--- src/rtl/fbpa_pkg.sv ---
// ----------------------------------------------------------------------------
// fbpa_pkg
// Shared widths, codes and controller/datapath types of the block pool allocator.
// ----------------------------------------------------------------------------
package fbpa_pkg;

    localparam int NUM_BLOCKS_DEF = 64;

    localparam int CMD_W   = 2;
    localparam int SIZE_W  = 16;
    localparam int BIDX_W  = 6;
    localparam int STAT_W  = 3;
    localparam int FREE_W  = 7;
    localparam int CNT32_W = 32;
    localparam int CFG_IDX_W  = 1;
    localparam int CFG_DATA_W = 16;

    localparam logic [CMD_W-1:0] CMD_ALLOC      = 2'd0;
    localparam logic [CMD_W-1:0] CMD_FREE       = 2'd1;
    localparam logic [CMD_W-1:0] CMD_RETURN_ALL = 2'd2;

    localparam logic [STAT_W-1:0] ST_OK          = 3'd0;
    localparam logic [STAT_W-1:0] ST_ZERO_SIZE   = 3'd1;
    localparam logic [STAT_W-1:0] ST_TOO_LARGE   = 3'd2;
    localparam logic [STAT_W-1:0] ST_EXHAUSTED   = 3'd3;
    localparam logic [STAT_W-1:0] ST_DOUBLE_FREE = 3'd4;

    localparam logic [CFG_IDX_W-1:0] CFG_BLOCK_BYTES  = 1'd0;
    localparam logic [CFG_IDX_W-1:0] CFG_STATS_ENABLE = 1'd1;

    localparam logic [SIZE_W-1:0] BLOCK_BYTES_RST  = 16'd1024;
    localparam logic              STATS_ENABLE_RST = 1'b1;

    // Commands from the controller to the datapath.
    typedef struct packed {
        logic accept;     // latch the request and start its memory read
        logic scan_step;  // advance the return-all walk by one block
        logic commit;     // apply the operation and load the result register
    } t_ctl_cmd;

    // Status from the datapath to the controller.
    typedef struct packed {
        logic slot_free;  // result register is empty or being drained
        logic scan_done;  // return-all walk has finished
    } t_ctl_stat;

endpackage

--- src/rtl/fbpa_req_if.sv ---
// ----------------------------------------------------------------------------
// fbpa_req_if
// Request channel of the block pool allocator.
// ----------------------------------------------------------------------------
interface fbpa_req_if;
    logic                           valid;
    logic                           ready;
    logic [fbpa_pkg::CMD_W-1:0]     command;
    logic [fbpa_pkg::SIZE_W-1:0]    request_size;
    logic [fbpa_pkg::BIDX_W-1:0]    block_index;

    modport source (output valid, command, request_size, block_index, input ready);
    modport sink   (input valid, command, request_size, block_index, output ready);
endinterface

--- src/rtl/fbpa_rsp_if.sv ---
// ----------------------------------------------------------------------------
// fbpa_rsp_if
// Result channel of the block pool allocator.
// ----------------------------------------------------------------------------
interface fbpa_rsp_if;
    logic                           valid;
    logic                           ready;
    logic [fbpa_pkg::STAT_W-1:0]    status;
    logic [fbpa_pkg::BIDX_W-1:0]    granted_index;
    logic [fbpa_pkg::FREE_W-1:0]    free_blocks;
    logic                           pool_exhausted;
    logic [fbpa_pkg::CNT32_W-1:0]   usage_bytes;
    logic [fbpa_pkg::CNT32_W-1:0]   peak_bytes;
    logic [fbpa_pkg::CNT32_W-1:0]   grant_total;
    logic [fbpa_pkg::CNT32_W-1:0]   release_total;

    modport source (output valid, status, granted_index, free_blocks, pool_exhausted,
                    usage_bytes, peak_bytes, grant_total, release_total, input ready);
    modport sink   (input valid, status, granted_index, free_blocks, pool_exhausted,
                    usage_bytes, peak_bytes, grant_total, release_total, output ready);
endinterface

--- src/rtl/fbpa_cfg_if.sv ---
// ----------------------------------------------------------------------------
// fbpa_cfg_if
// Register write channel of the block pool allocator.
// ----------------------------------------------------------------------------
interface fbpa_cfg_if;
    logic                               valid;
    logic                               ready;
    logic [fbpa_pkg::CFG_IDX_W-1:0]     index;
    logic [fbpa_pkg::CFG_DATA_W-1:0]    data;

    modport source (output valid, index, data, input ready);
    modport sink   (input valid, index, data, output ready);
endinterface

--- src/rtl/fbpa_ram.sv ---
// ----------------------------------------------------------------------------
// fbpa_ram
// Simple dual-port RAM: one write port, one read port with registered data.
// ----------------------------------------------------------------------------
module fbpa_ram #(
    parameter int WIDTH = 8,
    parameter int DEPTH = 64
) (
    input  logic                     i_clk,
    input  logic                     i_we,
    input  logic [$clog2(DEPTH)-1:0] i_waddr,
    input  logic [WIDTH-1:0]         i_wdata,
    input  logic                     i_re,
    input  logic [$clog2(DEPTH)-1:0] i_raddr,
    output logic [WIDTH-1:0]         o_rdata
);

    logic [WIDTH-1:0] r_mem [DEPTH];
    logic [WIDTH-1:0] r_rdata;

    always_ff @(posedge i_clk) begin
        if (i_we) begin
            r_mem[i_waddr] <= i_wdata;
        end
        if (i_re) begin
            r_rdata <= r_mem[i_raddr];
        end
    end

    assign o_rdata = r_rdata;

endmodule

--- src/rtl/fbpa_ctrl.sv ---
// ----------------------------------------------------------------------------
// fbpa_ctrl
// Sequencer of the block pool allocator: accept, return-all walk, commit.
// ----------------------------------------------------------------------------
module fbpa_ctrl (
    input  logic                        i_clk,
    input  logic                        i_rst_n,
    input  logic                        i_in_valid,
    input  logic [fbpa_pkg::CMD_W-1:0]  i_in_command,
    output logic                        o_in_ready,
    output fbpa_pkg::t_ctl_cmd          o_cmd,
    input  fbpa_pkg::t_ctl_stat         i_stat
);

    typedef enum logic [2:0] {
        S_IDLE = 3'b001,
        S_SCAN = 3'b010,
        S_EXEC = 3'b100
    } t_state;

    t_state r_state;
    t_state n_state;

    always_comb begin
        n_state      = r_state;
        o_in_ready   = 1'b0;
        o_cmd        = '0;
        case (r_state)
            S_IDLE: begin
                o_in_ready = 1'b1;
                if (i_in_valid) begin
                    o_cmd.accept = 1'b1;
                    if (i_in_command == fbpa_pkg::CMD_RETURN_ALL) begin
                        n_state = S_SCAN;
                    end else begin
                        n_state = S_EXEC;
                    end
                end
            end
            S_SCAN: begin
                o_cmd.scan_step = 1'b1;
                if (i_stat.scan_done) begin
                    n_state = S_EXEC;
                end
            end
            S_EXEC: begin
                // The operation is applied only once its result has a place to go.
                if (i_stat.slot_free) begin
                    o_cmd.commit = 1'b1;
                    n_state      = S_IDLE;
                end
            end
            default: begin
                n_state = S_IDLE;
            end
        endcase
    end

    always_ff @(posedge i_clk) begin
        if (!i_rst_n) begin
            r_state <= S_IDLE;
        end else begin
            r_state <= n_state;
        end
    end

endmodule

--- src/rtl/fbpa_dpath.sv ---
// ----------------------------------------------------------------------------
// fbpa_dpath
// Free list, taken bits, statistics and result register of the pool allocator.
// ----------------------------------------------------------------------------
module fbpa_dpath #(
    parameter int NUM_BLOCKS = fbpa_pkg::NUM_BLOCKS_DEF
) (
    input  logic                             i_clk,
    input  logic                             i_rst_n,
    // request payload, sampled on accept
    input  logic [fbpa_pkg::CMD_W-1:0]       i_command,
    input  logic [fbpa_pkg::SIZE_W-1:0]      i_request_size,
    input  logic [fbpa_pkg::BIDX_W-1:0]      i_block_index,
    // register writes
    input  logic                             i_cfg_valid,
    input  logic [fbpa_pkg::CFG_IDX_W-1:0]   i_cfg_index,
    input  logic [fbpa_pkg::CFG_DATA_W-1:0]  i_cfg_data,
    // controller
    input  fbpa_pkg::t_ctl_cmd               i_cmd,
    output fbpa_pkg::t_ctl_stat              o_stat,
    // result
    input  logic                             i_out_ready,
    output logic                             o_out_valid,
    output logic [fbpa_pkg::STAT_W-1:0]      o_status,
    output logic [fbpa_pkg::BIDX_W-1:0]      o_granted_index,
    output logic [fbpa_pkg::FREE_W-1:0]      o_free_blocks,
    output logic                             o_pool_exhausted,
    output logic [fbpa_pkg::CNT32_W-1:0]     o_usage_bytes,
    output logic [fbpa_pkg::CNT32_W-1:0]     o_peak_bytes,
    output logic [fbpa_pkg::CNT32_W-1:0]     o_grant_total,
    output logic [fbpa_pkg::CNT32_W-1:0]     o_release_total
);

    localparam int IDX_W = $clog2(NUM_BLOCKS);
    localparam int CNT_W = $clog2(NUM_BLOCKS + 1);
    localparam int RAM_W = CNT_W + 1;
    localparam logic [CNT_W-1:0] NumBlocksC = CNT_W'(NUM_BLOCKS);

    // Memory word: {taken bit, link to next listed block}.
    logic             ram_we;
    logic [IDX_W-1:0] ram_waddr;
    logic [RAM_W-1:0] ram_wdata;
    logic             ram_re;
    logic [IDX_W-1:0] ram_raddr;
    logic [RAM_W-1:0] ram_rdata;
    logic             rd_taken;
    logic [CNT_W-1:0] rd_link;

    // Control state.
    logic [CNT_W-1:0] r_head,  n_head;
    logic [CNT_W-1:0] r_free,  n_free;
    logic [CNT_W-1:0] r_fill,  n_fill;
    logic [fbpa_pkg::CNT32_W-1:0] r_usage,    n_usage;
    logic [fbpa_pkg::CNT32_W-1:0] r_peak,     n_peak;
    logic [fbpa_pkg::CNT32_W-1:0] r_grants,   n_grants;
    logic [fbpa_pkg::CNT32_W-1:0] r_releases, n_releases;
    logic [fbpa_pkg::SIZE_W-1:0]  r_block_bytes;
    logic                         r_stats_en;
    logic [CNT_W-1:0] r_scan_rd, n_scan_rd;
    logic             r_scan_pend, n_scan_pend;
    logic             r_out_valid;

    // Payload.
    logic [fbpa_pkg::CMD_W-1:0]  r_cmd;
    logic [fbpa_pkg::SIZE_W-1:0] r_size;
    logic [fbpa_pkg::BIDX_W-1:0] r_bidx;
    logic [IDX_W-1:0]            r_scan_proc, n_scan_proc;
    logic [fbpa_pkg::STAT_W-1:0] r_out_status, n_status;
    logic [fbpa_pkg::BIDX_W-1:0] r_out_granted, n_granted;
    logic [fbpa_pkg::FREE_W-1:0] r_out_free;
    logic                        r_out_exh;
    logic [fbpa_pkg::CNT32_W-1:0] r_out_usage, r_out_peak, r_out_grants, r_out_releases;

    // Helpers.
    logic [IDX_W-1:0]             head_idx;
    logic                         head_filled;
    logic [CNT_W-1:0]             pop_link;
    logic [IDX_W-1:0]             free_addr;
    logic                         free_ok;
    logic                         scan_more;
    logic [fbpa_pkg::CNT32_W:0]   usage_sum;
    logic [fbpa_pkg::CNT32_W-1:0] block_bytes_ext;

    fbpa_ram #(
        .WIDTH (RAM_W),
        .DEPTH (NUM_BLOCKS)
    ) u_link_ram (
        .i_clk   (i_clk),
        .i_we    (ram_we),
        .i_waddr (ram_waddr),
        .i_wdata (ram_wdata),
        .i_re    (ram_re),
        .i_raddr (ram_raddr),
        .o_rdata (ram_rdata)
    );

    assign rd_taken = ram_rdata[CNT_W];
    assign rd_link  = ram_rdata[CNT_W-1:0];

    // Blocks at or above the fill mark were never handed out, so their memory
    // entries were never written: they read as not taken, linking to the next
    // index.
    assign head_idx    = r_head[IDX_W-1:0];
    assign head_filled = r_head < r_fill;
    assign pop_link    = head_filled ? rd_link : r_head + CNT_W'(1);
    assign free_addr   = IDX_W'(r_bidx);
    assign free_ok     = (32'(r_bidx) < 32'(NUM_BLOCKS)) &&
                         ({1'b0, free_addr} < r_fill) && rd_taken;
    assign scan_more   = r_scan_rd < r_fill;

    assign usage_sum       = {1'b0, r_usage} + {17'd0, r_size};
    assign block_bytes_ext = {16'd0, r_block_bytes};

    // Read port: the request's own entry on accept, else the walk pointer.
    always_comb begin
        ram_re    = 1'b0;
        ram_raddr = r_scan_rd[IDX_W-1:0];
        if (i_cmd.accept) begin
            ram_re = 1'b1;
            if (i_command == fbpa_pkg::CMD_ALLOC) begin
                ram_raddr = head_idx;
            end else begin
                ram_raddr = IDX_W'(i_block_index);
            end
        end else if (i_cmd.scan_step) begin
            ram_re = scan_more;
        end
    end

    always_comb begin
        n_head      = r_head;
        n_free      = r_free;
        n_fill      = r_fill;
        n_usage     = r_usage;
        n_peak      = r_peak;
        n_grants    = r_grants;
        n_releases  = r_releases;
        n_scan_rd   = r_scan_rd;
        n_scan_pend = r_scan_pend;
        n_scan_proc = r_scan_proc;
        n_status    = fbpa_pkg::ST_OK;
        n_granted   = '0;
        ram_we      = 1'b0;
        ram_waddr   = head_idx;
        ram_wdata   = '0;

        if (i_cmd.accept) begin
            n_scan_rd   = '0;
            n_scan_pend = 1'b0;
        end

        if (i_cmd.scan_step) begin
            if (scan_more) begin
                n_scan_rd   = r_scan_rd + CNT_W'(1);
                n_scan_pend = 1'b1;
                n_scan_proc = r_scan_rd[IDX_W-1:0];
            end else begin
                n_scan_pend = 1'b0;
            end
            // Data for the previous walk index is in the read register now.
            if (r_scan_pend && rd_taken) begin
                ram_we    = 1'b1;
                ram_waddr = r_scan_proc;
                ram_wdata = {1'b0, r_head};
                n_head    = CNT_W'(r_scan_proc);
                n_free    = r_free + CNT_W'(1);
            end
        end

        if (i_cmd.commit) begin
            case (r_cmd)
                fbpa_pkg::CMD_ALLOC: begin
                    if (r_size == '0) begin
                        n_status = fbpa_pkg::ST_ZERO_SIZE;
                    end else if (r_size > r_block_bytes) begin
                        n_status = fbpa_pkg::ST_TOO_LARGE;
                    end else if (r_free == '0) begin
                        n_status = fbpa_pkg::ST_EXHAUSTED;
                    end else begin
                        n_granted = fbpa_pkg::BIDX_W'(head_idx);
                        ram_we    = 1'b1;
                        ram_waddr = head_idx;
                        ram_wdata = {1'b1, pop_link};
                        n_head    = pop_link;
                        n_free    = r_free - CNT_W'(1);
                        if (!head_filled) begin
                            n_fill = r_head + CNT_W'(1);
                        end
                        if (r_stats_en) begin
                            n_usage  = usage_sum[fbpa_pkg::CNT32_W] ? '1 :
                                       usage_sum[fbpa_pkg::CNT32_W-1:0];
                            n_peak   = (n_usage > r_peak) ? n_usage : r_peak;
                            n_grants = r_grants + 32'd1;
                        end
                    end
                end
                fbpa_pkg::CMD_FREE: begin
                    if (!free_ok) begin
                        n_status = fbpa_pkg::ST_DOUBLE_FREE;
                    end else begin
                        ram_we    = 1'b1;
                        ram_waddr = free_addr;
                        ram_wdata = {1'b0, r_head};
                        n_head    = CNT_W'(free_addr);
                        n_free    = r_free + CNT_W'(1);
                        if (r_stats_en) begin
                            n_usage    = (r_usage > block_bytes_ext) ?
                                         r_usage - block_bytes_ext : '0;
                            n_releases = r_releases + 32'd1;
                        end
                    end
                end
                fbpa_pkg::CMD_RETURN_ALL: begin
                    // The walk has already relinked the blocks.
                    n_usage    = '0;
                    n_grants   = '0;
                    n_releases = '0;
                end
                default: begin
                end
            endcase
        end
    end

    always_ff @(posedge i_clk) begin
        if (!i_rst_n) begin
            r_head        <= '0;
            r_free        <= NumBlocksC;
            r_fill        <= '0;
            r_usage       <= '0;
            r_peak        <= '0;
            r_grants      <= '0;
            r_releases    <= '0;
            r_block_bytes <= fbpa_pkg::BLOCK_BYTES_RST;
            r_stats_en    <= fbpa_pkg::STATS_ENABLE_RST;
            r_scan_rd     <= '0;
            r_scan_pend   <= 1'b0;
            r_out_valid   <= 1'b0;
        end else begin
            r_head      <= n_head;
            r_free      <= n_free;
            r_fill      <= n_fill;
            r_usage     <= n_usage;
            r_peak      <= n_peak;
            r_grants    <= n_grants;
            r_releases  <= n_releases;
            r_scan_rd   <= n_scan_rd;
            r_scan_pend <= n_scan_pend;
            if (i_cmd.commit) begin
                r_out_valid <= 1'b1;
            end else if (i_out_ready) begin
                r_out_valid <= 1'b0;
            end
            if (i_cfg_valid) begin
                case (i_cfg_index)
                    fbpa_pkg::CFG_BLOCK_BYTES:  r_block_bytes <= i_cfg_data;
                    fbpa_pkg::CFG_STATS_ENABLE: r_stats_en    <= i_cfg_data[0];
                    default: begin
                    end
                endcase
            end
        end
    end

    always_ff @(posedge i_clk) begin
        r_scan_proc <= n_scan_proc;
        if (i_cmd.accept) begin
            r_cmd  <= i_command;
            r_size <= i_request_size;
            r_bidx <= i_block_index;
        end
        if (i_cmd.commit) begin
            r_out_status   <= n_status;
            r_out_granted  <= n_granted;
            r_out_free     <= fbpa_pkg::FREE_W'(n_free);
            r_out_exh      <= (n_free == '0);
            r_out_usage    <= n_usage;
            r_out_peak     <= n_peak;
            r_out_grants   <= n_grants;
            r_out_releases <= n_releases;
        end
    end

    assign o_stat.slot_free = !r_out_valid || i_out_ready;
    assign o_stat.scan_done = !scan_more && !r_scan_pend;

    assign o_out_valid      = r_out_valid;
    assign o_status         = r_out_status;
    assign o_granted_index  = r_out_granted;
    assign o_free_blocks    = r_out_free;
    assign o_pool_exhausted = r_out_exh;
    assign o_usage_bytes    = r_out_usage;
    assign o_peak_bytes     = r_out_peak;
    assign o_grant_total    = r_out_grants;
    assign o_release_total  = r_out_releases;

`ifndef SYNTH
    // Every block at or above the fill mark is still on the list.
    a_free_covers_unfilled: assert property (@(posedge i_clk) disable iff (!i_rst_n)
        r_free >= NumBlocksC - r_fill)
        else $error("free count below the number of never-used blocks");

    // A nonempty list always has a real block at its head.
    a_head_in_range: assert property (@(posedge i_clk) disable iff (!i_rst_n)
        (r_free != '0) |-> (r_head < NumBlocksC))
        else $error("list head out of range while list is nonempty");

    // The walk only inspects blocks below the fill mark.
    a_scan_below_fill: assert property (@(posedge i_clk) disable iff (!i_rst_n)
        r_scan_pend |-> ({1'b0, r_scan_proc} < r_fill))
        else $error("return-all walk beyond the fill mark");

    // A committed operation always presents a result.
    a_commit_presents: assert property (@(posedge i_clk) disable iff (!i_rst_n)
        i_cmd.commit |=> r_out_valid)
        else $error("commit without a result");
`endif

endmodule

--- src/rtl/fixed_block_pool_allocator.sv ---
// ----------------------------------------------------------------------------
// fixed_block_pool_allocator
// Pool of equal blocks kept on a LIFO free list, with usage statistics.
// ----------------------------------------------------------------------------
//  Channel   Dir  Contents
//  i_req     in   command, request_size, block_index
//  o_rsp     out  status, granted_index, free_blocks, pool_exhausted,
//                 usage_bytes, peak_bytes, grant_total, release_total
//  i_cfg     in   index (0 block_bytes, 1 stats_enable), data
//
// Allocate, free and the unused command read the link memory in the transfer
// cycle, then update it and load the result register once that register is free.
// Return-all walks the F distinct blocks ever handed out since reset: the walk
// reads one link memory entry a cycle, then handles the last entry and finishes.
// Reset is synchronous and immediate; a fill mark stands in for clearing the
// link memory. A new request is taken while a result waits; its own result
// waits in turn until the result register is drained.
// ----------------------------------------------------------------------------
module fixed_block_pool_allocator #(
    parameter int NUM_BLOCKS = fbpa_pkg::NUM_BLOCKS_DEF
) (
    input  logic          i_clk,
    input  logic          i_rst_n,
    fbpa_req_if.sink      i_req,
    fbpa_rsp_if.source    o_rsp,
    fbpa_cfg_if.sink      i_cfg
);

    fbpa_pkg::t_ctl_cmd  ctl_cmd;
    fbpa_pkg::t_ctl_stat ctl_stat;
    logic                in_ready;

    fbpa_ctrl u_ctrl (
        .i_clk        (i_clk),
        .i_rst_n      (i_rst_n),
        .i_in_valid   (i_req.valid),
        .i_in_command (i_req.command),
        .o_in_ready   (in_ready),
        .o_cmd        (ctl_cmd),
        .i_stat       (ctl_stat)
    );

    fbpa_dpath #(
        .NUM_BLOCKS (NUM_BLOCKS)
    ) u_dpath (
        .i_clk            (i_clk),
        .i_rst_n          (i_rst_n),
        .i_command        (i_req.command),
        .i_request_size   (i_req.request_size),
        .i_block_index    (i_req.block_index),
        .i_cfg_valid      (i_cfg.valid),
        .i_cfg_index      (i_cfg.index),
        .i_cfg_data       (i_cfg.data),
        .i_cmd            (ctl_cmd),
        .o_stat           (ctl_stat),
        .i_out_ready      (o_rsp.ready),
        .o_out_valid      (o_rsp.valid),
        .o_status         (o_rsp.status),
        .o_granted_index  (o_rsp.granted_index),
        .o_free_blocks    (o_rsp.free_blocks),
        .o_pool_exhausted (o_rsp.pool_exhausted),
        .o_usage_bytes    (o_rsp.usage_bytes),
        .o_peak_bytes     (o_rsp.peak_bytes),
        .o_grant_total    (o_rsp.grant_total),
        .o_release_total  (o_rsp.release_total)
    );

    assign i_req.ready = in_ready;
    // Register writes are always taken.
    assign i_cfg.ready = 1'b1;

endmodule

--- src/flat_wrapper.sv ---
// flat-port wrapper written by rule: the top's interface ports become plain ports
module fixed_block_pool_allocator_flat 
#(
    parameter int NUM_BLOCKS = fbpa_pkg::NUM_BLOCKS_DEF
)
  (i_clk, i_rst_n, i_req_valid, i_req_command, i_req_request_size, i_req_block_index, i_req_ready, o_rsp_valid, o_rsp_status, o_rsp_granted_index, o_rsp_free_blocks, o_rsp_pool_exhausted, o_rsp_usage_bytes, o_rsp_peak_bytes, o_rsp_grant_total, o_rsp_release_total, o_rsp_ready, i_cfg_valid, i_cfg_index, i_cfg_data, i_cfg_ready);
  fbpa_req_if i_req_i ();
  fbpa_rsp_if o_rsp_i ();
  fbpa_cfg_if i_cfg_i ();
  input  logic i_clk;
  input  logic i_rst_n;
  input wire logic [$bits(i_req_i.valid)-1:0] i_req_valid;
  input wire logic [$bits(i_req_i.command)-1:0] i_req_command;
  input wire logic [$bits(i_req_i.request_size)-1:0] i_req_request_size;
  input wire logic [$bits(i_req_i.block_index)-1:0] i_req_block_index;
  output wire logic [$bits(i_req_i.ready)-1:0] i_req_ready;
  output wire logic [$bits(o_rsp_i.valid)-1:0] o_rsp_valid;
  output wire logic [$bits(o_rsp_i.status)-1:0] o_rsp_status;
  output wire logic [$bits(o_rsp_i.granted_index)-1:0] o_rsp_granted_index;
  output wire logic [$bits(o_rsp_i.free_blocks)-1:0] o_rsp_free_blocks;
  output wire logic [$bits(o_rsp_i.pool_exhausted)-1:0] o_rsp_pool_exhausted;
  output wire logic [$bits(o_rsp_i.usage_bytes)-1:0] o_rsp_usage_bytes;
  output wire logic [$bits(o_rsp_i.peak_bytes)-1:0] o_rsp_peak_bytes;
  output wire logic [$bits(o_rsp_i.grant_total)-1:0] o_rsp_grant_total;
  output wire logic [$bits(o_rsp_i.release_total)-1:0] o_rsp_release_total;
  input wire logic [$bits(o_rsp_i.ready)-1:0] o_rsp_ready;
  input wire logic [$bits(i_cfg_i.valid)-1:0] i_cfg_valid;
  input wire logic [$bits(i_cfg_i.index)-1:0] i_cfg_index;
  input wire logic [$bits(i_cfg_i.data)-1:0] i_cfg_data;
  output wire logic [$bits(i_cfg_i.ready)-1:0] i_cfg_ready;
  assign i_req_i.valid = i_req_valid;
  assign i_req_i.command = i_req_command;
  assign i_req_i.request_size = i_req_request_size;
  assign i_req_i.block_index = i_req_block_index;
  assign i_req_ready = i_req_i.ready;
  assign o_rsp_valid = o_rsp_i.valid;
  assign o_rsp_status = o_rsp_i.status;
  assign o_rsp_granted_index = o_rsp_i.granted_index;
  assign o_rsp_free_blocks = o_rsp_i.free_blocks;
  assign o_rsp_pool_exhausted = o_rsp_i.pool_exhausted;
  assign o_rsp_usage_bytes = o_rsp_i.usage_bytes;
  assign o_rsp_peak_bytes = o_rsp_i.peak_bytes;
  assign o_rsp_grant_total = o_rsp_i.grant_total;
  assign o_rsp_release_total = o_rsp_i.release_total;
  assign o_rsp_i.ready = o_rsp_ready;
  assign i_cfg_i.valid = i_cfg_valid;
  assign i_cfg_i.index = i_cfg_index;
  assign i_cfg_i.data = i_cfg_data;
  assign i_cfg_ready = i_cfg_i.ready;
  fixed_block_pool_allocator #(.NUM_BLOCKS(NUM_BLOCKS)) u_core (.i_clk(i_clk), .i_rst_n(i_rst_n), .i_req(i_req_i), .o_rsp(o_rsp_i), .i_cfg(i_cfg_i));
endmodule
--- config.mk ---
export PLATFORM = sky130hd
export DESIGN_NAME = fixed_block_pool_allocator_flat
export DESIGN_NICKNAME = d
export VERILOG_FILES = /design/src/rtl/fbpa_pkg.sv /design/src/rtl/fbpa_req_if.sv /design/src/rtl/fbpa_rsp_if.sv /design/src/rtl/fbpa_cfg_if.sv /design/src/rtl/fbpa_ram.sv /design/src/rtl/fbpa_ctrl.sv /design/src/rtl/fbpa_dpath.sv /design/src/rtl/fixed_block_pool_allocator.sv /design/src/flat_wrapper.sv
export SDC_FILE = /design/constraint.sdc
export NUM_CORES = 2
export LEC_CHECK = 0
export CORE_ASPECT_RATIO = 0.6
export CORE_MARGIN = 10
export CORE_UTILIZATION = 55
export CTS_CLUSTER_DIAMETER = 50
export CTS_CLUSTER_SIZE = 8
export DETAILED_ROUTE_END_ITERATION = 16
export DONT_BUFFER_PORTS = 1
export PLACE_DENSITY = 0.78
export SETUP_SLACK_MARGIN = 0.02
export SYNTH_ARGS = -nofsm -noshare
export SYNTH_HDL_FRONTEND = slang
export SYNTH_SLANG_ARGS = --single-unit
--- constraint.sdc ---
create_clock -name i_clk -period 11.15 [get_ports i_clk]
set_input_delay 2.7875 -clock i_clk [delete_from_list [all_inputs] [get_ports i_clk]]
set_output_delay 2.7875 -clock i_clk [all_outputs]
set_load 0.02 [all_outputs]
==> results.yml <==
cts:
  clk_path_buf_depth: 3
  clock_sinks: 873
  cts_tree: "built"
  ctsResizeCount: 0
  cts_setup_buffers: 0
  hold_buffers: 0
  cts_inserted_buffers: 119
  clkTransAtPathRegs_ps: 50
  htreeDepth: 3
  clk_latency_ps: 710
  root_buffer: "clkbuf_16"
setup_path:
  reg2reg_to: "u_core.u_dpath.o_peak_bytes[2]"
  required_ps: 11430
  crit_arrival_ps: 7220
  crit_path_end_kind: "flip-flop"
  cp_num_cells: 10
  path_cells: "nand2b_1 -> nand2_1 -> buf_4 -> inv_8 -> nand2_1 -> a21oi_1 -> nor2_1 -> a211oi_1 -> nand3_1 -> nor2_1"
  start_kind: "input port"
  crit_buf_inv: 2
  slowest_delay_ps: 800
  r2r-start: "u_core.u_dpath.r_size[0]"
  crit_fanout: 126
  r2r_slack_ps: 4770
  reg2regPathDepth: 19
  cp_top_family: "simple AND/OR/NAND/NOR gates"
  crit_slowest_cell: "nor2_1"
  setup.worst_path.class: "input port to flip-flop"
  crit_start: "o_rsp_ready"
  cp-endpoint: "u_core.u_dpath.u_link_ram.r_mem[14][0]"
die:
  die_x_um: 367
  die_h_um: 228
  ios: 194
  core_area_um2: 71600
  rows: 76
  die_area_um2: 83500
  initial_core_util_pct: 55.3
finish:
  num-fill-cells: 5249
  ff_latch_area_um2: 24400
  area_growth_pct: 11.4
  fin_nets: 3104
  multiInputGateArea_um2: 14400
  drive_gt1_share_pct: 12.7
sta:
  hold_viol: 0
  setup_viol: 0
  min_period_ps: 6950
  finalCritPeriodShare_pct: 62.3
  fmax_mhz: 144
  timing.final.max_slew_violations: 0
  rsz0062_at_grt: "no"
  relSlewSlack_pct: 1.03
  tightest_slew_ps: 1480
  setup-tns-final_ps: 0
  holdWs_ps: 461
  skew_ps: 65.3
grt:
  use_met3_pct: 9.13
  use_met2_pct: 33.8
  grt_overflow_total: 0
  antenna_found_initial: 7
  grt_pass1_wl_um: 167000
  grt-busiest-layer: "met1"
  grtUsageTotal_pct: 25.9
  grt_max_degree: 127
  grt_pass1_vias: 25058
  met1_usage_pct: 40.4
pwr:
  peakVddDrop_v: 0.000162
  p_per_area_nw_per_um2: 166
  p_leak_nw: 14.7
synthesis:
  netlist_area_um2: 39600
  avgSynthCellArea_um2: 13.5
  synth_warnings: 0
  ys_seq_area_share_pct: 61.7
  synth_top_area_share_pct: 52.7
  ys_types: 98
  synth_edf_count: 695
  synth_most_common_cell: "edfxtp_1"
  synth_flop_cell: "edfxtp_1"
  ys_top_cells_by_count: "695 x edfxtp_1, 225 x nor2_1, 190 x nand2_1"
  synthTopCellsByArea: "edfxtp_1 53%, dfxtp_1 9.0%, mux4_2 7.3%, mux2i_1 3.5%, ha_1 3.4%"
  synth_seq_cells: 873
  yosys.area.top_type: "edfxtp_1"
  synthCells: 2927
  synth_nets: 3082
  async_flop_share_pct: 0
outcome:
  status: "complete, no violations"
route:
  dr.pass1.iters: 8
  wl_um: 111000
  drtAntennaViolNets: 0
  drtIter0Drc: 4056
  drt-wirelength-per-cell_um: 27.9
  drc: 0
  vias_per_cell: 6.63
  vias: 26525
job:
  max_cap_viol_count: 0
placed_design:
  gp_congestion: 0.978
  hpwlAfterDp_um: 75400
  io_buffers: 0
hold_path:
  hp-class: "flip-flop to flip-flop"
-- state kept, by name, summed over array words and instances (netlist names), 8 cells and up --
signal	cells
u_core.u_dpath.u_link_ram.o_rdata	8
u_core.u_dpath.r_usage	32
u_core.u_dpath.o_release_total	32
u_core.u_dpath.o_peak_bytes	32
u_core.u_dpath.r_peak	32
u_core.u_dpath.u_link_ram.r_mem	512
u_core.u_dpath.r_block_bytes	16
u_core.u_dpath.r_size	16
u_core.u_dpath.o_usage_bytes	32
u_core.u_dpath.r_releases	32
u_core.u_dpath.o_grant_total	32
u_core.u_dpath.r_grants	32
-- placed cells by master (no fill, tap or decap), types with 30 or more instances in the layout --
cell type  instances
a21oi_1          133
edfxtp_1         695
a21o_1            39
buf_4             41
nor3_1            42
clkbuf_1          66
a31oi_1           32
nor2_1           224
nand3_1           71
and3_1            40
clkbuf_16        120
xnor2_1           30
xor2_1            36
and2_1           103
ha_1             107
nand2_1          190
inv_1             94
mux2i_1          137
o21ai_0          114
mux4_2           128
dfxtp_1          178
-- where the power goes --
part	internal, mW	switching, mW
sequential	3.51	0.0410
combinational	0.131	0.257
clock	1.99	1.38
total	5.63	1.68
-- worst min-delay path, stage by stage, from the launching register on --
cell and delay [ps]:
dfxtp_1 310, nand2_1 50, a21oi_1 50
-- area by class of cell --
cell class | instances | area share (%)
antenna | 2 | 0.0113
clock buffer | 187 | 7.40
clock inverter | 7 | 0.405
inverter | 98 | 0.853
multi-input combinational | 1816 | 32.5
sequential | 873 | 55.4
tap | 975 | 2.76
timing repair buffer | 41 | 0.697
-- worst min path at each step --
stage                                          start  depth (start not counted)  slack, ps                                to
finish               u_core.u_dpath.r_block_bytes[5]                          2        460   u_core.u_dpath.r_block_bytes[5]
global route         u_core.u_dpath.r_block_bytes[6]                          2        490   u_core.u_dpath.r_block_bytes[6]
CTS                 u_core.u_dpath.r_block_bytes[13]                          2        460  u_core.u_dpath.r_block_bytes[13]
detailed placement          u_core.u_dpath.r_fill[1]                          2        450          u_core.u_dpath.r_fill[1]
global placement            u_core.u_dpath.r_fill[1]                          2        450          u_core.u_dpath.r_fill[1]
floorplan           u_core.u_dpath.r_block_bytes[11]                          2        440  u_core.u_dpath.r_block_bytes[11]
-- through the flow --
stage	setup slack [ps]	power, mW	area (µm²)	util [%]	cells
floorplan	1700	3.88	39600	-	2927
global placement	4070	3.98	40700	56.8	3803
detailed placement	3800	3.99	40700	56.8	3803
CTS	4490	7.32	44100	61.6	3997
global route	4060	7.51	44100	61.6	3999
finish	4200	7.31	44100	61.6	3999
-- kinds of logic after synthesis --
logic type               count (synthesis)  synth area share (%)
multiplexers                           301                  12.0
XOR/XNOR                                66                  1.46
AND/OR/NAND/NOR                        795                  9.88
AO/OA/AOI/OAI                          544                  9.09
adder cells (fa/ha/maj)                109                  3.48
other                                    1               0.00946
buffers and inverters                  238                  2.41
flip-flops                             873                  61.7
-- layer usage --
layer	vias up	wire (µm)
met2	1888	44100
met1	13154	48600
met4	6	2480
met3	204	16300
met5	-	43
li1	11273	-
(Power assumes the default switching activity.)
